[src/hw/rtl/b32h_pkg.sv]
// ----------------------------------------------------------------------------
// b32h_pkg: shared types and constants for the base32hex stream decoder
// Payload structs, the job record between front and back, and the character
// tables of the extended-hex alphabet.
// ----------------------------------------------------------------------------
package b32h_pkg;

  // Reset values of the configuration registers.
  localparam logic [7:0] PAD_RESET = 8'd61;  // '='
  localparam logic [7:0] SEP_RESET = 8'd10;  // newline

  // Alphabet bounds.
  localparam logic [7:0] CH_0 = 8'h30;  // '0'
  localparam logic [7:0] CH_9 = 8'h39;  // '9'
  localparam logic [7:0] CH_A = 8'h41;  // 'A'
  localparam logic [7:0] CH_V = 8'h56;  // 'V'
  localparam logic [7:0] DIGIT_LETTER_BASE = 8'd10;

  // Jobs buffered between the front and the back.
  localparam int QUEUE_DEPTH = 4;

  // Configuration register indexes.
  typedef enum logic [0:0] {
    CFG_PAD = 1'b0,
    CFG_SEP = 1'b1
  } cfg_reg_t;

  typedef struct packed {
    logic [7:0] char_code;
    logic       end_of_input;
  } char_word_t;

  typedef struct packed {
    logic [7:0] byte_value;
    logic       is_data;
    logic       run_last;
    logic       stream_end;
    logic       bad_length;
    logic       bad_char;
  } byte_word_t;

  // One input's worth of output work: up to five bytes, most significant
  // byte at the top of data, optionally followed by a stream end marker.
  typedef struct packed {
    logic [39:0] data;
    logic [2:0]  nbytes;
    logic        marker;
    logic        bad_length;
    logic        bad_char;
  } job_t;

  typedef struct packed {
    logic       ok;
    logic [4:0] value;
  } decode_t;

  function automatic decode_t char_decode(logic [7:0] c);
    decode_t d;
    d.ok    = 1'b1;
    d.value = '0;
    if (c >= CH_0 && c <= CH_9) begin
      d.value = 5'(c - CH_0);
    end else if (c >= CH_A && c <= CH_V) begin
      d.value = 5'(c - CH_A + DIGIT_LETTER_BASE);
    end else begin
      d.ok = 1'b0;
    end
    return d;
  endfunction

  // Bytes produced by a partial group of the given character count.
  function automatic logic [2:0] grp_bytes(logic [2:0] cnt);
    logic [2:0] n;
    unique case (cnt)
      3'd2:    n = 3'd1;
      3'd4:    n = 3'd2;
      3'd5:    n = 3'd3;
      3'd7:    n = 3'd4;
      default: n = 3'd0;
    endcase
    return n;
  endfunction

  // Group lengths that cannot come from whole bytes.
  function automatic logic grp_bad(logic [2:0] cnt);
    return (cnt == 3'd1) || (cnt == 3'd3) || (cnt == 3'd6);
  endfunction

endpackage

[src/hw/rtl/b32h_front.sv]
// ----------------------------------------------------------------------------
// b32h_front: character intake and classification
// Holds the bit buffer and stream state, and turns each accepted character
// into at most one job for the output side.
// ----------------------------------------------------------------------------
module b32h_front import b32h_pkg::*; (
  input  logic       clk,
  input  logic       rst,
  input  logic       char_valid,
  output logic       char_stall,
  input  char_word_t char_word,
  input  logic       cfg_valid,
  output logic       cfg_ready,
  input  cfg_reg_t   cfg_index,
  input  logic [7:0] cfg_data,
  input  logic       queue_full,
  output logic       push,
  output job_t       push_job
);

  logic [7:0]  pad_char;
  logic [7:0]  separator_char;
  logic [34:0] bit_buffer;
  logic [2:0]  char_count;
  logic        skipping;
  logic        saw_bad_char;
  logic        saw_bad_length;

  logic [34:0] bit_buffer_next;
  logic [2:0]  char_count_next;
  logic        skipping_next;
  logic        saw_bad_char_next;
  logic        saw_bad_length_next;

  logic        accept;
  logic        sep_hit;
  logic        pad_hit;
  decode_t     dec;
  logic        fl_bad;
  logic [2:0]  fl_n;
  logic [5:0]  fl_shift;
  logic [39:0] fl_data;

  assign cfg_ready  = 1'b1;
  assign char_stall = queue_full;
  assign accept     = char_valid && !char_stall;

  assign sep_hit = char_word.end_of_input || (char_word.char_code == separator_char);
  assign pad_hit = char_word.char_code == pad_char;
  assign dec     = char_decode(char_word.char_code);

  // Partial group flush: left-align the pending bits, the top bytes are output.
  assign fl_bad   = grp_bad(char_count);
  assign fl_n     = fl_bad ? 3'd0 : grp_bytes(char_count);
  assign fl_shift = 6'd35 - ({3'd0, char_count} << 2) - {3'd0, char_count};
  assign fl_data  = {bit_buffer, 5'd0} << fl_shift;

  always_comb begin
    bit_buffer_next     = bit_buffer;
    char_count_next     = char_count;
    skipping_next       = skipping;
    saw_bad_char_next   = saw_bad_char;
    saw_bad_length_next = saw_bad_length;
    push                = 1'b0;
    push_job            = '0;
    priority if (sep_hit) begin
      push                = 1'b1;
      push_job.data       = fl_data;
      push_job.nbytes     = skipping ? 3'd0 : fl_n;
      push_job.marker     = 1'b1;
      push_job.bad_length = saw_bad_length || (!skipping && fl_bad);
      push_job.bad_char   = saw_bad_char;
      bit_buffer_next     = '0;
      char_count_next     = '0;
      skipping_next       = 1'b0;
      saw_bad_char_next   = 1'b0;
      saw_bad_length_next = 1'b0;
    end else if (skipping) begin
      push = 1'b0;
    end else if (pad_hit || !dec.ok) begin
      push                = fl_n != 3'd0;
      push_job.data       = fl_data;
      push_job.nbytes     = fl_n;
      bit_buffer_next     = '0;
      char_count_next     = '0;
      skipping_next       = 1'b1;
      saw_bad_length_next = saw_bad_length || fl_bad;
      saw_bad_char_next   = saw_bad_char || !pad_hit;
    end else if (char_count == 3'd7) begin
      push            = 1'b1;
      push_job.data   = {bit_buffer, dec.value};
      push_job.nbytes = 3'd5;
      bit_buffer_next = '0;
      char_count_next = '0;
    end else begin
      bit_buffer_next = {bit_buffer[29:0], dec.value};
      char_count_next = char_count + 3'd1;
    end
    if (!accept) begin
      push = 1'b0;
    end
  end

  always_ff @(posedge clk) begin
    if (rst) begin
      pad_char       <= PAD_RESET;
      separator_char <= SEP_RESET;
      bit_buffer     <= '0;
      char_count     <= '0;
      skipping       <= 1'b0;
      saw_bad_char   <= 1'b0;
      saw_bad_length <= 1'b0;
    end else begin
      if (cfg_valid && cfg_ready) begin
        unique case (cfg_index)
          CFG_PAD: pad_char       <= cfg_data;
          CFG_SEP: separator_char <= cfg_data;
        endcase
      end
      if (accept) begin
        bit_buffer     <= bit_buffer_next;
        char_count     <= char_count_next;
        skipping       <= skipping_next;
        saw_bad_char   <= saw_bad_char_next;
        saw_bad_length <= saw_bad_length_next;
      end
    end
  end

endmodule

[src/hw/rtl/b32h_queue.sv]
// ----------------------------------------------------------------------------
// b32h_queue: job queue between front and back
// A small first-in first-out buffer of job records.
// ----------------------------------------------------------------------------
module b32h_queue import b32h_pkg::*; #(
  parameter int DEPTH = QUEUE_DEPTH
) (
  input  logic clk,
  input  logic rst,
  input  logic push,
  input  job_t push_job,
  output logic full,
  input  logic pop,
  output logic not_empty,
  output job_t head
);

  localparam int PW = (DEPTH > 1) ? $clog2(DEPTH) : 1;
  localparam int CW = $clog2(DEPTH + 1);

  job_t          entries [DEPTH];
  logic [PW-1:0] wr_ptr;
  logic [PW-1:0] rd_ptr;
  logic [CW-1:0] count;

  assign full      = count == CW'(DEPTH);
  assign not_empty = count != '0;
  assign head      = entries[rd_ptr];

  always_ff @(posedge clk) begin
    if (push) begin
      entries[wr_ptr] <= push_job;
    end
  end

  always_ff @(posedge clk) begin
    if (rst) begin
      wr_ptr <= '0;
      rd_ptr <= '0;
      count  <= '0;
    end else begin
      if (push) begin
        wr_ptr <= (wr_ptr == PW'(DEPTH - 1)) ? '0 : wr_ptr + PW'(1);
      end
      if (pop) begin
        rd_ptr <= (rd_ptr == PW'(DEPTH - 1)) ? '0 : rd_ptr + PW'(1);
      end
      if (push && !pop) begin
        count <= count + CW'(1);
      end else if (pop && !push) begin
        count <= count - CW'(1);
      end
    end
  end

`ifndef SYNTHESIS
  a_no_overflow: assert property (@(posedge clk) disable iff (rst)
    full |-> !push)
    else $error("job pushed into a full queue");

  a_no_underflow: assert property (@(posedge clk) disable iff (rst)
    pop |-> not_empty)
    else $error("job popped from an empty queue");

  a_count_range: assert property (@(posedge clk) disable iff (rst)
    count <= CW'(DEPTH))
    else $error("queue count beyond its depth");
`endif

endmodule

[src/hw/rtl/b32h_back.sv]
// ----------------------------------------------------------------------------
// b32h_back: result sequencer
// Takes jobs from the queue and emits their bytes and markers one word per
// cycle, while byte_stall allows, through a registered output stage.
// ----------------------------------------------------------------------------
module b32h_back import b32h_pkg::*; (
  input  logic       clk,
  input  logic       rst,
  input  logic       q_not_empty,
  input  job_t       q_head,
  output logic       pop,
  output logic       byte_valid,
  input  logic       byte_stall,
  output byte_word_t byte_word
);

  job_t       cur;
  logic       cur_valid;
  logic       out_free;
  logic       emit;
  logic       cur_last;
  byte_word_t item;

  assign out_free = !byte_valid || !byte_stall;
  assign emit     = cur_valid && out_free;
  assign cur_last = (cur.nbytes == 3'd0) || ((cur.nbytes == 3'd1) && !cur.marker);
  assign pop      = q_not_empty && (!cur_valid || (emit && cur_last));

  always_comb begin
    item = '0;
    if (cur.nbytes != 3'd0) begin
      item.byte_value = cur.data[39:32];
      item.is_data    = 1'b1;
      item.run_last   = cur_last;
    end else begin
      item.stream_end = 1'b1;
      item.run_last   = 1'b1;
      item.bad_length = cur.bad_length;
      item.bad_char   = cur.bad_char;
    end
  end

  always_ff @(posedge clk) begin
    if (rst) begin
      cur_valid <= 1'b0;
    end else if (pop) begin
      cur_valid <= 1'b1;
    end else if (emit && cur_last) begin
      cur_valid <= 1'b0;
    end
  end

  always_ff @(posedge clk) begin
    if (pop) begin
      cur <= q_head;
    end else if (emit) begin
      cur.data   <= {cur.data[31:0], 8'd0};
      cur.nbytes <= cur.nbytes - 3'd1;
    end
  end

  always_ff @(posedge clk) begin
    if (rst) begin
      byte_valid <= 1'b0;
    end else if (out_free) begin
      byte_valid <= emit;
    end
  end

  always_ff @(posedge clk) begin
    if (out_free) begin
      byte_word <= item;
    end
  end

`ifndef SYNTHESIS
  a_marker_closes_run: assert property (@(posedge clk) disable iff (rst)
    byte_valid && !byte_word.is_data |-> byte_word.run_last && byte_word.stream_end)
    else $error("stream end marker without run_last");

  a_data_clean: assert property (@(posedge clk) disable iff (rst)
    byte_valid && byte_word.is_data |->
      !byte_word.stream_end && !byte_word.bad_length && !byte_word.bad_char)
    else $error("data word carries marker flags");

  a_job_size: assert property (@(posedge clk) disable iff (rst)
    cur_valid |-> cur.nbytes <= 3'd5)
    else $error("job holds more than five bytes");

  a_job_nonempty: assert property (@(posedge clk) disable iff (rst)
    pop |-> q_head.marker || (q_head.nbytes != 3'd0))
    else $error("job without any result word");
`endif

endmodule

[src/hw/rtl/base32hex_stream_decoder.sv]
// ----------------------------------------------------------------------------
// base32hex_stream_decoder: streaming base32hex (extended-hex) decoder
// Decodes characters into bytes and closes each stream with a marker word.
// ----------------------------------------------------------------------------
// One character word is accepted per cycle as long as the job queue between
// the intake and the result side has room. The intake keeps a 35-bit bit
// buffer and a group count; every eighth legal character ('0'-'9', 'A'-'V')
// makes a job of five bytes, and a pad, an illegal character, the separator
// or end_of_input flushes the partial group (2, 4, 5 or 7 characters give 1,
// 2, 3 or 4 bytes, while 1, 3 or 6 give none and set bad_length on the
// marker). A separator or end_of_input always ends in a marker word with
// stream_end set; after a pad or an illegal character, characters are
// dropped until that marker. The result side emits one word per cycle, while
// byte_stall allows, from a registered output stage; a full group of eight
// characters gives five words, so a continuous character stream runs at one
// character per cycle while the output is drained every cycle. The queue
// holds QDEPTH jobs (QUEUE_DEPTH by default); the first word of a job goes
// through the queue, the current-job register and the output register.
// run_last marks the final word caused by each input. Configuration
// registers (index 0 pad character, index 1 separator) are written through
// the cfg port, which is always ready; write them only while the block is
// idle.
// ----------------------------------------------------------------------------
module base32hex_stream_decoder import b32h_pkg::*; #(
  parameter int QDEPTH = QUEUE_DEPTH
) (
  input  logic       clk,
  input  logic       rst,
  input  logic       char_valid,
  output logic       char_stall,
  input  char_word_t char_word,
  output logic       byte_valid,
  input  logic       byte_stall,
  output byte_word_t byte_word,
  input  logic       cfg_valid,
  output logic       cfg_ready,
  input  cfg_reg_t   cfg_index,
  input  logic [7:0] cfg_data
);

  // Jobs flow from the intake into the queue and out to the sequencer.
  logic queue_full;
  logic push;
  job_t push_job;
  logic pop;
  logic q_not_empty;
  job_t q_head;

  b32h_front u_front (
    .clk        (clk),
    .rst        (rst),
    .char_valid (char_valid),
    .char_stall (char_stall),
    .char_word  (char_word),
    .cfg_valid  (cfg_valid),
    .cfg_ready  (cfg_ready),
    .cfg_index  (cfg_index),
    .cfg_data   (cfg_data),
    .queue_full (queue_full),
    .push       (push),
    .push_job   (push_job)
  );

  b32h_queue #(
    .DEPTH (QDEPTH)
  ) u_queue (
    .clk       (clk),
    .rst       (rst),
    .push      (push),
    .push_job  (push_job),
    .full      (queue_full),
    .pop       (pop),
    .not_empty (q_not_empty),
    .head      (q_head)
  );

  b32h_back u_back (
    .clk         (clk),
    .rst         (rst),
    .q_not_empty (q_not_empty),
    .q_head      (q_head),
    .pop         (pop),
    .byte_valid  (byte_valid),
    .byte_stall  (byte_stall),
    .byte_word   (byte_word)
  );

endmodule

[config.mk]
export PLATFORM = sky130hd
export DESIGN_NAME = base32hex_stream_decoder
export DESIGN_NICKNAME = d
export VERILOG_FILES = /design/src/hw/rtl/b32h_pkg.sv /design/src/hw/rtl/b32h_front.sv /design/src/hw/rtl/b32h_queue.sv /design/src/hw/rtl/b32h_back.sv /design/src/hw/rtl/base32hex_stream_decoder.sv
export SDC_FILE = /design/constraint.sdc
export NUM_CORES = 1
export LEC_CHECK = 0
export BUFFER_PORTS_ARGS = -buffer_cell sky130_fd_sc_hd__clkbuf_2
export CAP_MARGIN = 10
export CORE_UTILIZATION = 35
export CTS_CLUSTER_DIAMETER = 60
export DETAILED_ROUTE_END_ITERATION = 10
export GPL_TIMING_DRIVEN = 0
export PLACE_DENSITY = 0.59
export SKIP_LAST_GASP = 1
export SYNTH_ARGS = -nofsm -noshare
export SYNTH_HDL_FRONTEND = slang
export SYNTH_SLANG_ARGS = --single-unit
export TNS_END_PERCENT = 50
[constraint.sdc]
create_clock -name clk -period 5.15 [get_ports clk]
set_input_delay 0.515 -clock clk [delete_from_list [all_inputs] [get_ports clk]]
set_output_delay 0.515 -clock clk [all_outputs]
set_load 0.01 [all_outputs]
# Word level (Yosys, flattened, before mapping)
# Memories as Yosys holds them, arrays and structs flattened. A register that Yosys moved wholly into a read port is not among the register bits.
# Cells that the tools add are included.
# classes
addsub,11
n_lt_le_gt_ge,4
n_eq_ne,14
n_shift,1
n_mux,48
bitwise_logic,1
reduce_logical,42
# ops
op,n
$mux 43,6
$mux 35,4
$shl 40x6->40,1
$mux 3,10
$mux 1,21
$eq 8x8->1,2
$eq 3x3->1 const B,5
$pmux 3 s4,1
$logic_and 1x1->1,10
$logic_not 1->1,10
$logic_or 1x1->1,10
$mux 5,2
$reduce_bool 3->1,3
$ge 8x6->1 const B,1
$ge 8x7->1 const B,1
$le 8x6->1 const B,1
$le 8x7->1 const B,1
$mux 2,4
$reduce_bool 2->1,4
$add 3x1->3 const B,2
$eq 3x1->1 const B,2
$eq 3x2->1 const B,2
$reduce_and 2->1,3
$sub 3x1->3 const B,2
11 further kinds,13
# word_totals
ff_bits,125
ram_bits,184
inputBits,23
elab_cells,145
n_memories,1
# mem_list
memory,depth,width,rd,rd_ports_with_merged_regs,wr,line_no,source
u_queue.entries,4,46,1,1,1,b32h_queue.sv:21,job_t entries [DEPTH];

# Depth between registers and ports, before layout
# depth
word_depth,14
mapped_depth,16

# Modules after synthesis
# From an unflattened synthesis, not the netlist that was laid out.
# hier_totals
cells_unflattened,1121
area_unflattened_um2,15466.1
# by_module_without_submodules
module,n_inst,cells_each,area_per_inst_um2,seq_area_each_um2
b32h_queue,1,284,7141.8,5705.5
b32h_front,1,697,5813.1,1141.1
b32h_back,1,140,2511.2,1811.7

# Worst setup path after synthesis
# No wires, ideal clock.
# synth_path
kind,register to register
from,register u_front.char_count[1]
to,"memory u_queue.entries[3][0] (netlist bit), enable pin"
setup_ns,0.408
arrival_time_ns,3.251
slack_ns,1.491
stages_incl_launch_ff,12
path_buffers,3
path_cell_list,dfxtp_1 -> buf_6 -> buf_6 -> buf_2 -> inv_1 -> ha_1 -> nor2_1 -> o21ai_0 -> a21oi_1 -> a211oi_1 -> a211oi_4 -> and2_1
# synth_via
elab_chain_len,11
# synth_lines
element,line_no,source
from (decl),b32h_front.sv:24,logic [2:0] char_count;
from (signal assigned),b32h_front.sv:122,char_count <= char_count_next;
branches (longest 5 deep; another with $pmux 3 s4),-,
$mux 1 (*),b32h_front.sv:80,end else if (pad_hit || !dec.ok) begin
$mux 1 (*),b32h_front.sv:78,end else if (skipping) begin
$mux 1 (*),b32h_front.sv:66,priority if (sep_hit) begin
$mux 1 (*),b32h_front.sv:99,if (!accept) begin
net push,base32hex_stream_decoder.sv:43,logic push;
$mux 1 (*),b32h_queue.sv:31,if (push) begin
$mux 1 (implied by the code) (*),b32h_queue.sv:32,entries[wr_ptr] <= push_job;
to (decl),b32h_queue.sv:21,
# Mark *: on every way through the listed nets, which the timed path passes.

==> impl_table.tex <==
\begin{tabular}{lr}
\hline
Metric & Value \\
\hline
\multicolumn{2}{l}{\textbf{Layout}} \\
\quad Number of nets in the finished design & 1180 \\
\quad Number of antenna repair diodes & 0 \\
\quad Fillcell total & 3927 \\
\quad Syn-to-layout area delta & 13.7\% \\
\quad Multi-input logic area & 5840 um\^{}2 \\
\quad Final Instance Count excl. Fillers & 1694 \\
\quad Share of final-layout standard cells stronger than drive strength 1 & 21.1\% \\
\quad Seq. cell area & 8660 um\^{}2 \\
\multicolumn{2}{l}{\textbf{Logic synthesis}} \\
\quad Async S/R FF share, synth & 0\% \\
\quad Number of synthesized flops with an enable pin & 243 \\
\quad Adder-cell area share of the yosys netlist & 2.40\% \\
\quad Xor/xnor cell area share of the yosys netlist & 1.64\% \\
\quad Synth warn & 0 \\
\quad Share of synthesized cell area in and, or, nand and nor gates & 7.44\% \\
\quad Number of standard cells after synthesis & 1057 \\
\quad Post-synthesis cell area & 15000 um\^{}2 \\
\quad Mean cell area of the mapped netlist & 14.2 um\^{}2 \\
\quad Cell type contributing the most total cell area after synthesis & edfxtp\_1 \\
\quad Distinct cells, synth & 73 \\
\quad Sequential cell area fraction in the yosys report & 57.7\% \\
\quad Area fraction in compound gates after synthesis & 9.29\% \\
\quad Synthesized flop and latch total & 311 \\
\quad Dominant cells by area after synthesis & edfxtp\_1, mux4\_2, dfxtp\_1, mux2\_2, mux2i\_1 \\
\quad Most used flip-flop cell after synthesis & edfxtp\_1 \\
\quad Share of Yosys cell area claimed by the top area cell type & 48.6\% \\
\quad Mux cell area share after synthesis & 18.0\% \\
\quad Synthesized netlist net count & 1107 \\
\quad Largest family of logic cells by synthesized area & multiplexers \\
\multicolumn{2}{l}{\textbf{Power and ir drop}} \\
\quad Combinational group share of total power & 23.6\% \\
\quad Internal power & 0.00547 W \\
\quad Clock network fraction of design power & 31.8\% \\
\quad Switch share & 27.5\% \\
\quad Cell Pwr Density & 443 nW/um\^{}2 \\
\quad NetSw & 0.00208 W \\
\quad Portion of total power attributed to sequential cells & 44.6\% \\
\quad Leakage power & 5.68 nW \\
\quad Max VDD drop & 193 uV \\
\multicolumn{2}{l}{\textbf{Min path}} \\
\quad Worst min-delay path category & primary input to flip-flop \\
\multicolumn{2}{l}{\textbf{Timing}} \\
\quad Clock Skews & 0.0129 ns \\
\quad Max Clk Rate & 224 MHz \\
\quad Setup repair after global routing missed its margin & false \\
\quad Portion of the clock cycle consumed by the worst path in the final layout & 86.7\% \\
\quad Normalized max-slew margin & 37.2\% \\
\quad Slew at the pin closest to its max-slew limit & 0.936 ns \\
\quad Fin. max-slew vios & 0 \\
\quad Number of hold-slack violations in the final timing report & 0 \\
\quad Final worst path period need & 4.47 ns \\
\quad Final-layout setup total negative slack & 0 ns \\
\quad Final-report setup violation count & 0 \\
\quad Fin worst setup slack & 0.683 ns \\
\multicolumn{2}{l}{\textbf{Worst setup path}} \\
\quad Data arrival time of the worst path & 4.65 ns \\
\quad Worst setup SP type & flip-flop \\
\quad Critical path, cell by cell & buf\_6, buf\_6, buf\_2, inv\_1, ha\_1, o211ai\_1, a21oi\_1, o21a\_1, clkbuf\_1, a221oi\_1, a211oi\_1 \\
\quad Data required, critical path & 5.33 ns \\
\quad Type of the setup path with the least slack & flip-flop to flip-flop \\
\quad Type of destination of the critical path & flip-flop \\
\quad Family of cells with the greatest summed delay on the critical path & compound AO/OA/AOI/OAI gates \\
\quad Worst path bufs/invs & 5 \\
\quad Critical path's slowest cell & a211oi\_1 \\
\quad Delay contributed by the slowest stage of the critical path & 0.81 ns \\
\quad Largest fanout on the critical path & 10 \\
\quad Library cell appearing most often on the critical path & buf\_6 \\
\multicolumn{2}{l}{\textbf{Die}} \\
\quad Placeable Area & 42100 um\^{}2 \\
\quad Die area & 43700 um\^{}2 \\
\quad Row count & 75 \\
\quad \# IOs & 39 \\
\quad Initial core utilization & 35.6\% \\
\quad Die Wd & 209 um \\
\quad Chip height & 209 um \\
\multicolumn{2}{l}{\textbf{Placed design}} \\
\quad Cell count after placement & 1631 \\
\quad Routability cong. & 0.955 \\
\quad IO Port Bufs & 30 \\
\quad Hpwl dp & 26900 um \\
\quad Place WS & 0.784 ns \\
\multicolumn{2}{l}{\textbf{Global route}} \\
\quad Wire length of the first global-routing pass & 57600 um \\
\quad Maximum number of pins on one net before global-route repair & 32 \\
\quad GRT Total Usage & 17.3\% \\
\quad Vias in the first global route & 9317 \\
\quad Global route overflow & 0 \\
\quad Initial antenna violation count & 0 \\
\multicolumn{2}{l}{\textbf{Detailed routing}} \\
\quad Iteration-0 DRC Markers & 874 \\
\quad DR WL/cell & 22.3 um \\
\quad \# DRC & 0 \\
\quad Post-route ant nets & 0 \\
\quad Final routed wirelength across all metal layers & 37800 um \\
\quad First-pass DRT Iterations & 5 \\
\quad Number of vias in the routed layout & 9467 \\
\quad Via density per instance & 5.59 \\
\multicolumn{2}{l}{\textbf{Run status}} \\
\quad Run status & finished, final reports clean \\
\multicolumn{2}{l}{\textbf{CTS}} \\
\quad TritonCTS clock tree & done \\
\quad Maximum number of buffers from clock root to sink & 3 \\
\quad Maximum level of the CTS H-tree & 2 \\
\quad Hold bufs inserted after CTS & 0 \\
\quad Clk root buf & clkbuf\_16 \\
\quad Resize count post-CTS & 0 \\
\quad Number of clock buffers inserted by TritonCTS & 36 \\
\quad Post-CTS clock slew at the launch and capture registers of the worst setup and hold paths & 0.06 ns \\
\quad Post-CTS setup repair buffer count & 0 \\
\quad Clock latency on the worst-skew pair & 0.51 ns \\
\quad Total clock sinks & 311 \\
\multicolumn{2}{l}{\textbf{Job}} \\
\quad Max-cap check violation count & 0 \\
\hline
\end{tabular}
synthesized netlist by cell type (21+ instances only):
master    instances
a211oi_1         21
a21oi_1          49
buf_2            26
dfxtp_1          68
clkbuf_1         36
mux2_2           42
mux2i_1          45
nand3_1          29
a22o_1           30
edfxtp_1        243
ha_1             24
mux4_2           62
nand2_1          64
and2_1           25
inv_1            26
o21ai_0          22
nor2_1           47
final timing paths:
path / from / endpoint / slack (ns) / cells after the start
worst min-delay path: cfg_data[6] / u_front.separator_char[6] / 0.25 / 3
worst min register to register: u_front.separator_char[0] / u_front.separator_char[0] / 0.47 / 2
worst max register to register: u_front.char_count[1] / u_queue.entries[0][35] / 0.68 / 11
worst max-delay path: u_front.char_count[1] / u_queue.entries[0][35] / 0.68 / 11
cell usage in the layout (no fill, tap or decap), types with 4 or more instances in the layout:
cell       Yosys  routed
and3_1         4       4
nor2_1        47      47
a211o_1        5       5
dfxtp_1       68      68
clkbuf_2       1      31
buf_12         2       7
a221oi_1       9       9
nor2b_1       11      11
a31oi_1        8       7
o2bb2ai_1      5       5
clkinv_1       0       7
buf_4          5       5
nand2_1       64      64
o22ai_1        9       9
mux4_2        62      62
mux2_2        42      42
buf_1          4       4
nand3_1       29      29
buf_2         26      26
or3_1          8       8
inv_1         26      26
and2_1        25      21
mux2i_1       45      45
ha_1          24      24
a211oi_1      21      21
nand2b_1      10      10
o21a_1         5       5
and2_2         0       4
o211ai_1       4       4
buf_6          6       6
nor3_1        10      10
o21ai_0       22      22
a22o_1        30      30
xnor2_1       14      14
clkbuf_16      0      36
xor2_1        11      11
a21oi_1       49      49
edfxtp_1     243     243
clkbuf_1      36      45
mux4_1        14      14
power by group through the flow:
stage | clock network, W | logic, W | registers (W)
floorplan | 0 | 0.00126 | 0.00342
global placement | 0 | 0.00176 | 0.00346
detailed placement | 0 | 0.00182 | 0.00343
CTS | 0.00246 | 0.00183 | 0.00338
global route | 0.00257 | 0.00195 | 0.00340
finish | 0.00240 | 0.00178 | 0.00337
per-stage QoR:
step                area, um^2  hold slack (ns)  utilization, %  total power (W)
finish                   17100            0.251            40.5          0.00755
global placement         15800            0.458            37.6          0.00522
CTS                      17100            0.227            40.5          0.00767
global route             17100            0.240            40.5          0.00793
detailed placement       16000            0.460            37.9          0.00525
floorplan                15000            0.428               -          0.00468
cells by family after synthesis:
group | Yosys count
flip-flops | 311
AND/OR/NAND/NOR | 225
AO/OA/AOI/OAI | 197
multiplexers | 164
buffers and inverters | 106
adder cells (fa/ha/maj) | 27
XOR/XNOR | 26
other | 1
flip-flops by register name, indices dropped and copies added, names as in the netlist, 2 cells and up, named ones only:
signal                  cells
u_queue.wr_ptr              2
u_front.separator_char      8
u_queue.count               3
u_queue.rd_ptr              2
u_front.char_count          3
u_back.byte_word           13
u_queue.entries           184
u_front.pad_char            8
u_back.cur                 46
u_front.bit_buffer         35
metal layers:
metal	vias up	GRT usage, %	share of wire [%]
li1	4264	-	-
met4	0	5.81	3.1
met5	-	0	0
met2	320	27.2	46
met3	83	2.74	5.5
met1	4800	24.4	45
layout make-up:
class | count | share of cell area (%)
tap | 539 | 3.95
timing repair buffer | 35 | 1.47
multi-input combinational | 640 | 34.2
clock buffer | 47 | 5.60
inverter | 26 | 0.572
buffer | 80 | 2.52
clock inverter | 16 | 0.873
sequential | 311 | 50.8
worst reg2reg max path, stage by stage, from the launching register on:
cell      delay, ns
dfxtp_1        0.53
buf_6          0.22
buf_6          0.17
buf_2          0.28
inv_1          0.16
ha_1           0.40
o211ai_1       0.14
a21oi_1        0.44
o21a_1         0.40
clkbuf_1       0.38
a221oi_1       0.20
a211oi_1       0.81
Note: power is estimated with default switching activity, not from simulation.
